==> config.mk <==
export PLATFORM = sky130hd
export DESIGN_NAME = kle_ram
export DESIGN_NICKNAME = d
export VERILOG_FILES = /design/src/kle_ram.sv
export SDC_FILE = /design/constraint.sdc
export NUM_CORES = 1
export LEC_CHECK = 0
export BUFFER_PORTS_ARGS = -buffer_cell sky130_fd_sc_hd__buf_4
export CAP_MARGIN = 10
export CORE_MARGIN = 2
export CORE_UTILIZATION = 43
export CTS_BUF_LIST = sky130_fd_sc_hd__clkbuf_8 sky130_fd_sc_hd__clkbuf_16
export CTS_CLUSTER_DIAMETER = 30
export DETAILED_ROUTE_END_ITERATION = 10
export GPL_ROUTABILITY_DRIVEN = 1
export SLEW_MARGIN = 20
export SYNTH_ARGS = -nofsm -noshare
export SYNTH_HDL_FRONTEND = slang
export SYNTH_SLANG_ARGS = --single-unit
==> constraint.sdc <==
create_clock -name clk -period 2.11 [get_ports clk]
set_input_delay 0.211 -clock clk [delete_from_list [all_inputs] [get_ports clk]]
set_output_delay 0.211 -clock clk [all_outputs]
set_load 0.05 [all_outputs]
==> src/kle_ram.sv <==
// kle_ram: generic simple dual-port ram, one write and one registered read
// port; no dependencies
module kle_ram #(
  parameter int WIDTH = 16,
  parameter int DEPTH = 64
) (
  input  logic                     clk,
  input  logic                     we,
  input  logic [$clog2(DEPTH)-1:0] waddr,
  input  logic [WIDTH-1:0]         wdata,
  input  logic [$clog2(DEPTH)-1:0] raddr,
  output logic [WIDTH-1:0]         rdata
);

  logic [WIDTH-1:0] mem [DEPTH];

  always_ff @(posedge clk) begin
    if (we) begin
      mem[waddr] <= wdata;
    end
    rdata <= mem[raddr];
  end

endmodule

==> flow_summary.toml <==
[worst_setup_path]
cp_data_arrival_time_ps = 2600
crit_chain = "mux4_2 -> mux2_2 -> nand2_1 -> nand4_1 -> and4_1"
critical_path_buf_inv_count = 0
critPathMaxFanout = 1
critical_path_required_ps = 2720
cp.depth = 5
crit_slowest_cell = "mux4_2"
endpoint = "rdata[5]"
cpLargestDelayFamily = "simple AND/OR/NAND/NOR gates"
r2r_cells = 5
critPathMaxStageDelay_ps = 470
worstSetupPathType = "reg -> reg"
r2r-start = "mem[20][5]"
timing.rr.end = "rdata[5]"
critPathCaptureType = "flip-flop"
crit_path_start = "mem[20][5]"
start_kind = "flip-flop"
r2r_slack_ps = 120

[detailed_routing]
vias_per_cell = 5.62
drt_iter0_drc = 2120
vias = 20000
drtAntennaViolNets = 0
drt-pass1-iter-count = 5
drc = 0
wire_per_inst_um = 27.5
drt-total-wl_um = 97600

[run_status]
status = "completed"

[clock_network]
cts_buffers = 174
clock_path_buffers = 3
clkSinkCount = 1040
clock_latency_ps = 740
cts_setup_buffers = 0
cts_tree = "built"
clk_pin_slew_ps = 50
cts_htree_levels = 4
cts_root_buffer = "clkbuf_16"

[yosys]
synth_seq_cells = 1040
synth_top_cell_by_area = "edfxtp_1"
synth_edf_count = 1024
synth_cell_types = 43
ys_top_cells_by_area = "edfxtp_1 77%, mux4_2 12%, mux2i_1 2.1%, dfxtp_1 0.80%, mux2_2 0.76%"
synth.net_count = 1859
syn-instance-count = 1829
synth-seq-area-share = 0.776
synth_top_area_share = 0.768
synth_area_mm2 = 0.0400
postSynthAreaPerCell_um2 = 21.9
synth-main-ff-cell = "edfxtp_1"
synth-async-reset-ratio = 0
ys_warn_count = 0

[finish]
area.growth.synth_to_final_pct = 23.4
drive_above_1_share = 0.342
layout.nets = 2187
final_util = 0.537
final_common_cell = "edfxtp_1"
fin_area_mm2 = 0.0494
final_cell_mix = "1,024 x edfxtp_1, 220 x mux4_2, 192 x buf_4, 176 x clkbuf_16, 85 x mux2i_1"

[global_routing]
antenna_found_initial = 1
grt_pass1_vias = 20800
grt_overflow_total = 0
grt_max_degree = 65
groute.usage.overall = 0.209
grt_pass1_wl_um = 142000

[flow_run]
drv_cap = 0

[die]
ioPinCount = 46
floorplan.initialDensity = 0.436
coreArea_mm2 = 0.0919
die_w_um = 309
die_y_um = 309
dieArea_mm2 = 0.0956
fp-row-count = 111

[timing]
setup_viol = 0
finalClockSkew_ps = 23.1
drv_slew = 0
post-route-period-util = 0.943
timing_hold_violations_final = 0
finalCriticalPeriod_ps = 1990
tightest_slew_ps = 1100
relSlewSlack = 0.263
rsz0062_at_grt = "no"
fmax_mhz = 503

[pwr]
p_total_w = 0.0529
vdd_ir_drop_max_v = 0.000758
p_sw_frac = 0.221
p_comb_frac = 0.047
p_clk_frac = 0.518
powerDensity_mw_per_mm2 = 1070
p_leak_nw = 16.3
power_frac_seq = 0.435
p_int_w = 0.0412
netSwitchingPower_w = 0.0117

[place]
finalWeightedCongestion = 0.815
io_buffers = 45
hpwl_um = 59200
dpl_cell_area_mm2 = 0.0435

[hold_path]
whs_path_depth = 1
hold_path.class = "in -> reg"
==> synth_stat cells (2+ instances only) <==
master	instances
buf_1	3
clkbuf_1	24
clkbuf_2	2
buf_6	17
and4_1	5
dfxtp_1	16
mux4_2	220
buf_8	3
nand2b_1	3
a22oi_1	39
o21ai_0	5
edfxtp_1	1024
a221o_1	6
buf_2	36
buf_4	13
a311oi_1	8
nor2b_1	30
nand4_1	12
a211o_1	8
o21ai_1	3
a211oi_1	8
a22o_1	6
a41oi_1	5
nand3_1	24
nor3_1	2
mux2_2	27
mux2i_1	85
nor2_1	72
a31oi_1	8
a21oi_1	17
buf_12	5
mux4_1	4
and2_1	2
nor4_2	3
nor2_2	2
a221oi_1	16
nand3b_1	2
nand2_1	59
==> layout make-up <==
type | instances | area (um^2)
Tap cell | 1243 | 1560
Clock buffer | 178 | 4430
Fill cell | 7126 | 42500
Multi-Input combinational cell | 685 | 8260
Sequential cell | 1040 | 31100
Clock inverter | 148 | 1400
Timing Repair Buffer | 256 | 2670
Antenna cell | 4 | 10.0
==> power groups by stage <==
stage | Clock, W | Sequential, W | Combinational (W)
2_1_floorplan | 0 | 0.0235 | 0.00118
3_3_place_gp | 0 | 0.0234 | 0.00250
3_5_place_dp | 0 | 0.0234 | 0.00254
4_1_cts | 0.0278 | 0.0230 | 0.00255
5_1_grt | 0.0288 | 0.0230 | 0.00266
6_report | 0.0274 | 0.0230 | 0.00251
==> timing repair <==
action | in CTS | in global routing
endpoints found under the setup margin | 1 | 0
endpoints found under the hold margin | 27 | 0
resized for setup | 1 | 0
hold buffers | 3 | 0
==> worst min-delay path by stage <==
stage               startpoint          to  slack, ps
global placement      wdata[1]  mem[50][1]        680
finish                wdata[5]  mem[29][5]         20
CTS                   wdata[2]  mem[28][2]          1
detailed placement   rdata[15]   rdata[15]        680
floorplan             wdata[0]   mem[0][0]        310
global route          wdata[2]  mem[28][2]         40
==> through the flow <==
step | setup TNS, ps | instances | setup slack [ps] | hold WS (ps)
final | 0 | 3554 | 120 | 22.2
after global routing | 0 | 3550 | 82.8 | 36.5
after CTS | 0 | 3550 | 106 | 1.38
after detailed placement | -3500 | 3221 | -592 | 681
after global placement | -3200 | 3221 | -561 | 684
after floorplan | -7080 | 1829 | -58.8 | 310
==> logic make-up after synthesis <==
logic type             Yosys count  synth area share
DFF                           1040             0.776
muxes                          336             0.155
and+or+nand+nor                220            0.0265
AOI/OAI and AO/OA              129            0.0241
buffers and inverters          104            0.0183
==> per-layer routing <==
| layer | routed length, um | share of wire | global-route usage |
|---|---|---|---|
| met4 | 2310 | 0.024 | 0.0682 |
| met1 | 41100 | 0.42 | 0.290 |
| met2 | 47900 | 0.49 | 0.335 |
| met5 | 11 | 0.00011 | 0 |
| met3 | 6330 | 0.065 | 0.0400 |
==> flip-flops by register name (all words and copies together) (netlist names) <==
| name | flops |
|---|---|
| rdata | 16 |
| mem | 1024 |
Power figures use the tool's default switching activity.
