[config.mk]
export PLATFORM = sky130hd
export DESIGN_NAME = kle_div
export DESIGN_NICKNAME = d
export VERILOG_FILES = /design/src/kle_div.sv
export SDC_FILE = /design/constraint.sdc
export NUM_CORES = 1
export LEC_CHECK = 0
export ABC_AREA = 1
export BUFFER_PORTS_ARGS = -buffer_cell sky130_fd_sc_hd__buf_2
export CAP_MARGIN = 30
export CORE_MARGIN = 10
export CORE_UTILIZATION = 40
export CTS_BUF_LIST = sky130_fd_sc_hd__clkbuf_4
export DETAILED_ROUTE_END_ITERATION = 6
export SLEW_MARGIN = 20
export SYNTH_ARGS = -nofsm -noshare
export SYNTH_HDL_FRONTEND = slang
export SYNTH_SLANG_ARGS = --single-unit
export TNS_END_PERCENT = 20
[constraint.sdc]
create_clock -name clk -period 7.1 [get_ports clk]
set_input_delay 1.42 -clock clk [delete_from_list [all_inputs] [get_ports clk]]
set_output_delay 1.42 -clock clk [all_outputs]
set_load 0.02 [all_outputs]
[src/kle_div.sv]
// kle_div: restoring divider, one quotient bit per cycle
// no dependencies; used by the update walk of the engine
module kle_div #(
  parameter int NUM_BITS = 41,
  parameter int DEN_BITS = 24
) (
  input  logic                clk,
  input  logic                rst_n,
  input  logic                start,
  input  logic [NUM_BITS-1:0] num,
  input  logic [DEN_BITS-1:0] den,
  output logic                done,
  output logic [NUM_BITS-1:0] quo
);

  localparam int STEP_BITS = $clog2(NUM_BITS + 1);

  logic [STEP_BITS-1:0] step_r;
  logic                 busy_r;
  logic                 done_r;
  logic [NUM_BITS-1:0]  q_r;
  logic [DEN_BITS-1:0]  rem_r;
  logic [DEN_BITS-1:0]  den_r;
  logic [DEN_BITS:0]    trial;
  logic                 fits;

  assign trial = {rem_r, q_r[NUM_BITS-1]};
  assign fits  = trial >= {1'b0, den_r};

  always_ff @(posedge clk) begin
    if (!rst_n) begin
      busy_r <= 1'b0;
      done_r <= 1'b0;
      step_r <= '0;
    end else begin
      done_r <= 1'b0;
      if (start) begin
        busy_r <= 1'b1;
        step_r <= STEP_BITS'(NUM_BITS);
      end else if (busy_r) begin
        step_r <= step_r - 1'b1;
        if (step_r == STEP_BITS'(1)) begin
          busy_r <= 1'b0;
          done_r <= 1'b1;
        end
      end
    end
  end

  always_ff @(posedge clk) begin
    if (start) begin
      q_r   <= num;
      rem_r <= '0;
      den_r <= den;
    end else if (busy_r) begin
      rem_r <= fits ? DEN_BITS'(trial - {1'b0, den_r}) : trial[DEN_BITS-1:0];
      q_r   <= {q_r[NUM_BITS-2:0], fits};
    end
  end

  assign done = done_r;
  assign quo  = q_r;

endmodule

==> results of run 1 <==
[flip-flops by register name, summed over array words and instances (netlist names)]
name / flops
busy_r: 1
den_r: 24
done: 1
quo: 41
rem_r: 24
step_r: 6
[where the power goes]
part           internal [uW]  switching (uW)
clock network            111             207
registers                650            20.7
logic                   69.0             134
[layer usage]
metal  vias to the layer above  routed length, um  global-route usage, %
li1                       2786                  -                      -
met1                      2276               7310                   20.0
met2                       127               6440                   22.6
met3                        17               1150                   4.91
met4                         0                218                   5.22
met5                         -                  0                      0
[layout by cell type (no fill, tap or decap), types with 6 or more instances in the layout]
cell and instances:
ha_1 26, a21oi_1 13, nand2_2 12, nand3_1 45
nand2_1 366, xnor2_1 7, dfxtp_1 32, nand3b_1 6
nor2_1 34, nand4_1 32, edfxtp_1 65, buf_2 109
inv_1 143, clkbuf_4 9
[how the worst max path moves through the flow]
stage | startpoint | to | depth (start not counted) | slack, ns
6_report | den_r[16] | rem_r[20] | 13 | 4.28
5_1_grt | den_r[16] | rem_r[20] | 13 | 4.02
4_1_cts | den_r[12] | quo[0] | 12 | 4.25
3_5_place_dp | start | quo[15] | 5 | 3.92
3_3_place_gp | start | quo[14] | 5 | 3.92
2_1_floorplan | start | quo[0] | 4 | 3.87
[kinds of logic (layout without fill, tap and decap cells)]
| group | after synthesis | after routing |
|---|---|---|
| DFF | 97 | 97 |
| adders and majority gates | 27 | 27 |
| and+or+nand+nor | 507 | 507 |
| AOI/OAI and AO/OA | 21 | 21 |
| xor gates and xnor gates | 9 | 9 |
| buffers and inverters | 169 | 276 |
[through the flow]
stage / total power, uW / instance area, um^2 / cells
finish: 1190 / 6790 / 1121
detailed placement: 888 / 6650 / 1105
CTS: 1210 / 6790 / 1121
global placement: 888 / 6650 / 1105
global route: 1260 / 6790 / 1121
floorplan: 810 / 5950 / 830
[synth_stat cells (2+ instances only)]
cell type | n | area (um^2)
nand2_1 | 366 | 1370
inv_1 | 143 | 537
edfxtp_1 | 65 | 1950
nand3_1 | 45 | 225
nor2_1 | 34 | 128
dfxtp_1 | 32 | 641
nand4_1 | 32 | 200
ha_1 | 26 | 325
a21oi_1 | 13 | 65.1
clkbuf_1 | 13 | 48.8
nand2_2 | 12 | 75.1
buf_2 | 7 | 35.0
xnor2_1 | 7 | 61.3
nand3b_1 | 6 | 45.0
nor3_1 | 5 | 25.0
o21ai_0 | 4 | 20.0
inv_2 | 3 | 11.3
nor2_2 | 3 | 18.8
nand3_4 | 2 | 35.0
xor2_1 | 2 | 17.5
[critical path, stage by stage (launching register included)]
cell and delay (ns):
edfxtp_1 0.37, inv_1 0.04, ha_1 0.35, nand2_1 0.09
nand2_1 0.09, inv_1 0.07, nand2_1 0.07, clkinv_1 0.04
nand2_1 0.10, a21oi_4 0.64, nand3_4 0.50, nand2_1 0.23
nand3_1 0.10, nand2_1 0.07
[cell type report]
type | count | area (um^2)
clock inverters | 7 | 75.1
flip-flops and latches | 97 | 2590
fillers | 1582 | 7750
clock buffers | 9 | 67.6
inverters | 147 | 552
repair buffers | 113 | 576
multi-input cells | 564 | 2700
well taps | 184 | 230
==> results.py, run 1 <==
metrics = {
    "status": {
        "outcome": "finished clean",
    },
    "die": {
        "die_w_um": 142,
        "die_area_mm2": 0.0202,
        "io_pins": 110,
        "start_util_pct": 40.9,
        "die_h_um": 142,
        "core_area_mm2": 0.0145,
        "rows": 44,
    },
    "synthesis": {
        "async_flop_share_pct": 0,
        "yosysUniqueCellTypes": 30,
        "synth_xor_area_share_pct": 1.32,
        "synth-compound-area-share_pct": 2.06,
        "synth_fa_ha_area_share_pct": 5.80,
        "netlist_instances": 830,
        "synthSimpleGateAreaFrac_pct": 36.1,
        "synthesis.area_mm2": 0.00595,
        "ys_seq_elements": 97,
        "synth_nets": 925,
        "synth_top_family_by_area": "simple AND/OR/NAND/NOR gates",
        "ys_seq_area_share_pct": 43.6,
        "yosys_warnings": 0,
        "synth_edf_count": 65,
        "synth_mux_area_share_pct": 0,
        "syn_area_per_cell_um2": 7.17,
        "ys.flop_type": "edfxtp_1",
    },
    "timing": {
        "fmax_mhz": 355,
        "drv_slew": 0,
        "hold_violations": 0,
        "tns_ns": 0,
        "worst_slack_ns": 4.28,
        "rsz0062_at_grt": "no",
        "finalSetupViolations": 0,
        "period_minus_slack_ns": 2.82,
        "holdWs_ns": 0.485,
        "fin_crit_sh_pct": 39.7,
        "skew_ns": 0.0228,
        "max_slew.worst_pin.slew_ns": 0.774,
        "max-slew-margin-rel_pct": 48.3,
    },
    "clock_tree": {
        "ctsHtreeMaxLevel": 3,
        "holdBufCountCts": 0,
        "ctsResizeCount": 0,
        "insertion_delay_ns": 0.48,
        "clk_pin_slew_ns": 0.17,
        "clock_path_buffers": 2,
        "cts_buffers": 9,
        "cts_setup_buffers": 0,
        "root_buffer": "clkbuf_4",
        "cts_tree": "built",
        "cts.sinks": 97,
    },
    "critical_path": {
        "r2r-start": "den_r[16]",
        "worstSetupPathType": "reg2reg",
        "cp_max_fo": 25,
        "critPathArrivalTime_ns": 3.25,
        "r2r-end": "rem_r[20]",
        "crit_path_end_kind": "flop",
        "start_kind": "flop",
        "worstPathRequired_ns": 7.53,
        "r2r_slack_ns": 4.28,
        "r2r_cells": 13,
    },
    "min_path": {
        "hp-class": "reg2reg",
        "min_from": "rem_r[20]",
        "hold_depth": 2,
        "min_to": "rem_r[20]",
    },
    "final_layout": {
        "diodes": 0,
        "final_layout_size_suffix_gt1_share_pct": 16.0,
        "area_delta_synth_final_pct": 14.1,
        "utilization_pct": 46.7,
        "final_nets": 1027,
    },
    "placed_design": {
        "hpwlAfterDp_mm": 11.3,
        "place_ws_ns": 3.92,
        "io_buffer_count": 109,
        "gp_congestion": 0.916,
    },
    "grt": {
        "grt_overflow_total": 0,
        "grt_pass1_wl_mm": 24.8,
        "grtUsageTotal_pct": 15.1,
        "first_global_vias": 5173,
        "grt_max_degree": 47,
        "antenna_found_initial": 0,
    },
    "detailed_routing": {
        "vias": 5206,
        "routedWlPerCell_um": 13.5,
        "via_per_inst": 4.64,
        "post-route-drc-count": 0,
        "drtPass1Iterations": 5,
        "drtAntennaViolNets": 0,
        "drt_iter0_markers": 279,
        "routed_wl_mm": 15.1,
    },
    "power_and_ir_drop": {
        "power_density_mw_per_mm2": 175,
        "ir_worst_vdd_mv": 0.100,
        "p_leak_uw": 0.00367,
    },
    "job": {
        "drv_cap": 0,
    },
}
Note: power is estimated with default switching activity, not from simulation.
==> inputs of run 2 (changes only) <==
clock period = 2.3 ns   (was 7.1 ns; I/O delays follow)
==> run 2 against run 1 <==
Core utilization increased by 0.71 points. Routed wire length up 1.1%. Cell count rose by 1.2%. Sequential cell count unchanged. Clock-buffer cell count did not move. Clock skew decreased by 0.0024 ns. Critical endpoint is now rem_r[16].
==> results.py, run 2 (same netlist as run 1, synthesis figures left out) <==
metrics = {
    "critical_path": {
        "r2r-start": "quo[40]",
        "worstPathRequired_ns": 2.69,
        "cp-startpoint": "quo[40]",
        "crit_cells": 13,
        "slowest_stage": "edfxtp_1",
        "path_cells": "inv_1, ha_1, fa_2, inv_2, a21oi_1, o21ai_0, buf_4, nand2_1, nand3b_1, nand2_1, nand2_1, nand3_1, nand2_1",
        "critPathArrivalTime_ns": 2.49,
        "cp_max_fo": 3,
        "start_kind": "flop",
        "r2r_cells": 13,
        "crit_path_end_kind": "flop",
        "crit_buf_inv": 3,
        "slowest_delay_ns": 0.41,
        "path_common_cell": "nand2_1",
        "worstSetupPathType": "reg2reg",
        "critPathTopFamily": "compound AO/OA/AOI/OAI gates",
    },
    "timing": {
        "finalSetupViolations": 0,
        "rsz0062_at_grt": "no",
        "drv_slew": 0,
        "period_minus_slack_ns": 2.10,
        "holdWs_ns": 0.138,
        "tns_ns": 0,
        "skew_ns": 0.0204,
        "max_slew.worst_pin.slew_ns": 0.556,
        "fmax_mhz": 477,
        "max-slew-margin-rel_pct": 62.9,
        "fin_crit_sh_pct": 91.2,
        "hold_violations": 0,
    },
    "final_layout": {
        "final_common_cell": "nand2_1",
        "final_nets": 1039,
        "final_layout_size_suffix_gt1_share_pct": 17.4,
        "multiInputGateArea_mm2": 0.00270,
        "utilization_pct": 47.4,
        "seqCellArea_mm2": 0.00259,
        "largest_reg_flops": 41,
        "fillers": 1548,
        "area_delta_synth_final_pct": 15.8,
        "final_cell_mix": "366 x nand2_1, 142 x inv_1, 109 x buf_2",
    },
    "placed_design": {
        "io_buffer_count": 109,
        "hpwlAfterDp_mm": 11.8,
        "gp_congestion": 0.934,
    },
    "grt": {
        "grt_pass1_wl_mm": 25.8,
        "grt_use_met3_pct": 5.67,
        "grtUsageTotal_pct": 15.6,
        "use_met2_pct": 23.8,
        "top_usage_layer": "met2",
        "antenna_found_initial": 1,
        "grt_overflow_total": 0,
        "use_met1_pct": 20.1,
        "first_global_vias": 5351,
        "grt_max_degree": 47,
    },
    "clock_tree": {
        "ctsHtreeMaxLevel": 3,
        "clock_path_buffers": 2,
        "clk_pin_slew_ns": 0.17,
        "root_buffer": "clkbuf_4",
        "cts.sinks": 97,
        "cts_buffers": 9,
        "cts_tree": "built",
        "cts_setup_buffers": 0,
        "holdBufCountCts": 0,
        "insertion_delay_ns": 0.48,
    },
    "power_and_ir_drop": {
        "power_density_mw_per_mm2": 516,
        "p_leak_uw": 0.00373,
        "ir_worst_vdd_mv": 0.327,
    },
    "die": {
        "rows": 44,
        "die_w_um": 142,
        "die_h_um": 142,
        "die_area_mm2": 0.0202,
        "core_area_mm2": 0.0145,
        "io_pins": 110,
        "start_util_pct": 40.9,
    },
    "detailed_routing": {
        "post-route-drc-count": 0,
        "routedWlPerCell_um": 13.5,
        "via_per_inst": 4.64,
        "routed_wl_mm": 15.3,
        "drtPass1Iterations": 4,
        "drt_iter0_markers": 343,
        "vias": 5263,
        "drtAntennaViolNets": 0,
    },
    "min_path": {
        "min_from": "den[22]",
        "hold_depth": 1,
        "hp-class": "in2reg",
    },
    "job": {
        "drv_cap": 0,
    },
    "status": {
        "outcome": "finished clean",
    },
}
==> run 2: changes by cell type in the layout (fill, tap and decap cells not counted), sizes merged <==
cell,delta
buf,+12
bufinv,-1
clkinv,+1
diode,+1
==> run 2: final cells by class <==
| cell class | instances | share of cell area [%] |
|---|---|---|
| clock inverter | 7 | 0.781 |
| tap | 184 | 3.34 |
| multi-input combinational | 564 | 39.2 |
| clock buffer | 9 | 0.980 |
| inverter | 147 | 8.01 |
| sequential | 97 | 37.6 |
| antenna | 1 | 0.0363 |
| timing repair buffer | 125 | 10.0 |
==> run 2: path summary, 6_finish.rpt <==
path	to	slack (ns)
max	rem_r[16]	0.20
min	den_r[22]	0.14
max reg2reg	rem_r[16]	0.20
min reg2reg	step_r[5]	0.48
==> run 2: report_power, final <==
| group | leakage (uW) | internal [uW] | switching, uW | total [uW] |
|---|---|---|---|---|
| sequential | 0.000916 | 2010 | 61.7 | 2070 |
| clock | 0.0000663 | 234 | 624 | 858 |
| combinational | 0.00274 | 220 | 413 | 633 |
| total | 0.00373 | 2460 | 1100 | 3560 |
==> run 2: metrics by stage <==
step	area, um^2	setup WS (ns)	instances	total power (uW)
floorplan	5950	0.0344	830	2500
global placement	6760	0.165	1117	2740
detailed placement	6760	0.160	1117	2750
CTS	6880	0.128	1133	3610
global route	6890	0.0170	1134	3780
finish	6890	0.203	1134	3560
==> run 2: worst reg2reg max path, cell delays in order (launching register included) <==
cell and delay, ns:
edfxtp_1 0.41, inv_1 0.09, ha_1 0.20, fa_2 0.23
inv_2 0.05, a21oi_1 0.32, o21ai_0 0.13, buf_4 0.16
nand2_1 0.11, nand3b_1 0.08, nand2_1 0.07, nand2_1 0.04
nand3_1 0.06, nand2_1 0.05
==> run 2: metal layers <==
| layer | vias to the layer above | part of all wire (%) |
|---|---|---|
| li1 | 2811 | - |
| met1 | 2314 | 48 |
| met2 | 121 | 43 |
| met3 | 17 | 7.4 |
| met4 | 0 | 1.8 |
| met5 | - | 0 |
==> run 2: what timing repair did <==
action	in CTS	in global routing
resized for setup	0	3
hold endpoints to repair	0	0
endpoints found under the setup margin	0	25
==> inputs of run 3 (changes only) <==
CELL_PAD_IN_SITES_DETAIL_PLACEMENT = 1   (was unset)
CELL_PAD_IN_SITES_GLOBAL_PLACEMENT = 1   (was unset)
CORE_UTILIZATION = 37   (was 40)
PLACE_DENSITY_LB_ADDON = 0.1   (was unset)
==> run 3 against run 2 <==
Power grew 4.9%. Worst hold slack lost 0.0040 ns. Global-route usage up 1.5 points. Sequential cell count is the same. Cell area grew 0.96%. Clock power grew 18%.
==> results.py, run 3 (same netlist as run 1, synthesis figures left out) <==
metrics = {
    "status": {
        "outcome": "finished clean",
    },
    "timing": {
        "tns_ns": 0,
        "fin_crit_sh_pct": 92.1,
        "max-slew-margin-rel_pct": 63.2,
        "skew_ns": 0.0274,
        "period_minus_slack_ns": 2.12,
        "fmax_mhz": 472,
        "hold_violations": 0,
        "drv_slew": 0,
        "rsz0062_at_grt": "no",
        "max_slew.worst_pin.slew_ns": 0.552,
        "finalSetupViolations": 0,
    },
    "placed_design": {
        "hpwlAfterDp_mm": 14.3,
        "gp_congestion": 0.879,
        "io_buffer_count": 109,
    },
    "power_and_ir_drop": {
        "ir_worst_vdd_mv": 0.256,
        "p_leak_uw": 0.00374,
        "finalPower_uw": 3730,
        "power_density_mw_per_mm2": 536,
    },
    "clock_tree": {
        "clk_pin_slew_ns": 0.18,
        "ctsHtreeMaxLevel": 3,
        "cts.sinks": 97,
        "insertion_delay_ns": 0.48,
        "clock_path_buffers": 2,
        "cts_tree": "built",
        "cts_buffers": 9,
        "root_buffer": "clkbuf_4",
    },
    "die": {
        "io_pins": 110,
        "start_util_pct": 37.6,
        "core_area_mm2": 0.0158,
        "die_area_mm2": 0.0216,
        "die_h_um": 147,
        "rows": 46,
        "die_w_um": 147,
    },
    "job": {
        "drv_cap": 0,
    },
    "detailed_routing": {
        "routed_wl_mm": 18.0,
        "drtPass1Iterations": 4,
        "drt_iter0_markers": 219,
        "drtAntennaViolNets": 0,
        "via_per_inst": 4.74,
        "post-route-drc-count": 0,
        "routedWlPerCell_um": 15.4,
        "vias": 5537,
    },
    "grt": {
        "top_usage_layer": "met2",
        "first_global_vias": 6154,
        "grt_overflow_total": 0,
        "use_met2_pct": 29.6,
        "grt_use_met3_pct": 4.67,
        "antenna_found_initial": 2,
        "use_met1_pct": 19.8,
        "grt_pass1_wl_mm": 30.3,
        "grtUsageTotal_pct": 17.1,
        "grt_max_degree": 52,
    },
    "critical_path": {
        "crit_path_end_kind": "flop",
        "worstPathRequired_ns": 2.68,
        "critPathArrivalTime_ns": 2.50,
        "start_kind": "flop",
        "cp_max_fo": 8,
        "worstSetupPathType": "reg2reg",
    },
    "final_layout": {
        "fillers": 2101,
        "final_common_cell": "nand2_1",
        "area_delta_synth_final_pct": 17.0,
        "final_cell_mix": "366 x nand2_1, 143 x inv_1, 109 x buf_2",
        "largest_reg_flops": 41,
        "final_layout_size_suffix_gt1_share_pct": 17.2,
        "final_nets": 1040,
    },
    "min_path": {
        "hp-class": "in2reg",
    },
}
-- run 3: repair_timing --
action | CTS | global route
hold buffers | 0 | 0
resized for setup | 0 | 1
endpoints found under the setup margin | 0 | 2
buffers inserted | 0 | 1
-- run 3: final cells by class --
cell class / instances / area, um^2 / area share, %
Multi-Input combinational cell: 564 / 2700 / 38.7
Sequential cell: 97 / 2590 / 37.3
Timing Repair Buffer: 126 / 698 / 10.0
Inverter: 147 / 552 / 7.93
Tap cell: 216 / 270 / 3.88
Clock inverter: 7 / 77.6 / 1.11
Clock buffer: 9 / 67.6 / 0.971
Antenna cell: 2 / 5.00 / 0.0719
-- run 3: critical path, cell delays in order (launching register included) --
cell	delay [ns]
edfxtp_1	0.37
inv_1	0.04
ha_1	0.39
nand2_2	0.11
nor2_2	0.17
inv_2	0.08
nor3_4	0.22
nand3_4	0.12
nand3_4	0.12
buf_4	0.19
nand2_2	0.06
nand3_1	0.07
nand2_1	0.05
-- run 3: worst paths after layout --
| path | from | endpoint | slack, ns | cells past startpoint |
|---|---|---|---|---|
| max reg2reg | den_r[16] | rem_r[8] | 0.18 | 12 |
| min | den[16] | den_r[16] | 0.13 | 1 |
| min reg2reg | rem_r[5] | rem_r[5] | 0.48 | 2 |
| max | den_r[16] | rem_r[8] | 0.18 | 12 |
-- run 3: power by group --
part	switching (uW)	total, uW	internal (uW)
clock	664	1010	346
sequential	61.7	2070	2010
combinational	433	655	222
total	1160	3730	2570
-- run 3: stage by stage --
step / utilization (%) / cell area, um^2 / cells / hold slack, ns / setup WS [ns]
after global placement: 43.0 / 6800 / 1149 / 0.459 / 0.227
after CTS: 43.9 / 6950 / 1165 / 0.0971 / 0.148
final: 44.0 / 6960 / 1168 / 0.134 / 0.182
after global routing: 43.9 / 6960 / 1167 / 0.0967 / 0.0153
after detailed placement: 43.0 / 6800 / 1149 / 0.463 / 0.154
after floorplan: - / 5950 / 830 / 0.445 / 0.0344
-- run 3: routing by layer --
layer,wire [um],vias up
met5,0,-
met4,284,0
met3,1130,18
met2,8740,111
met1,7860,2593
li1,-,2815
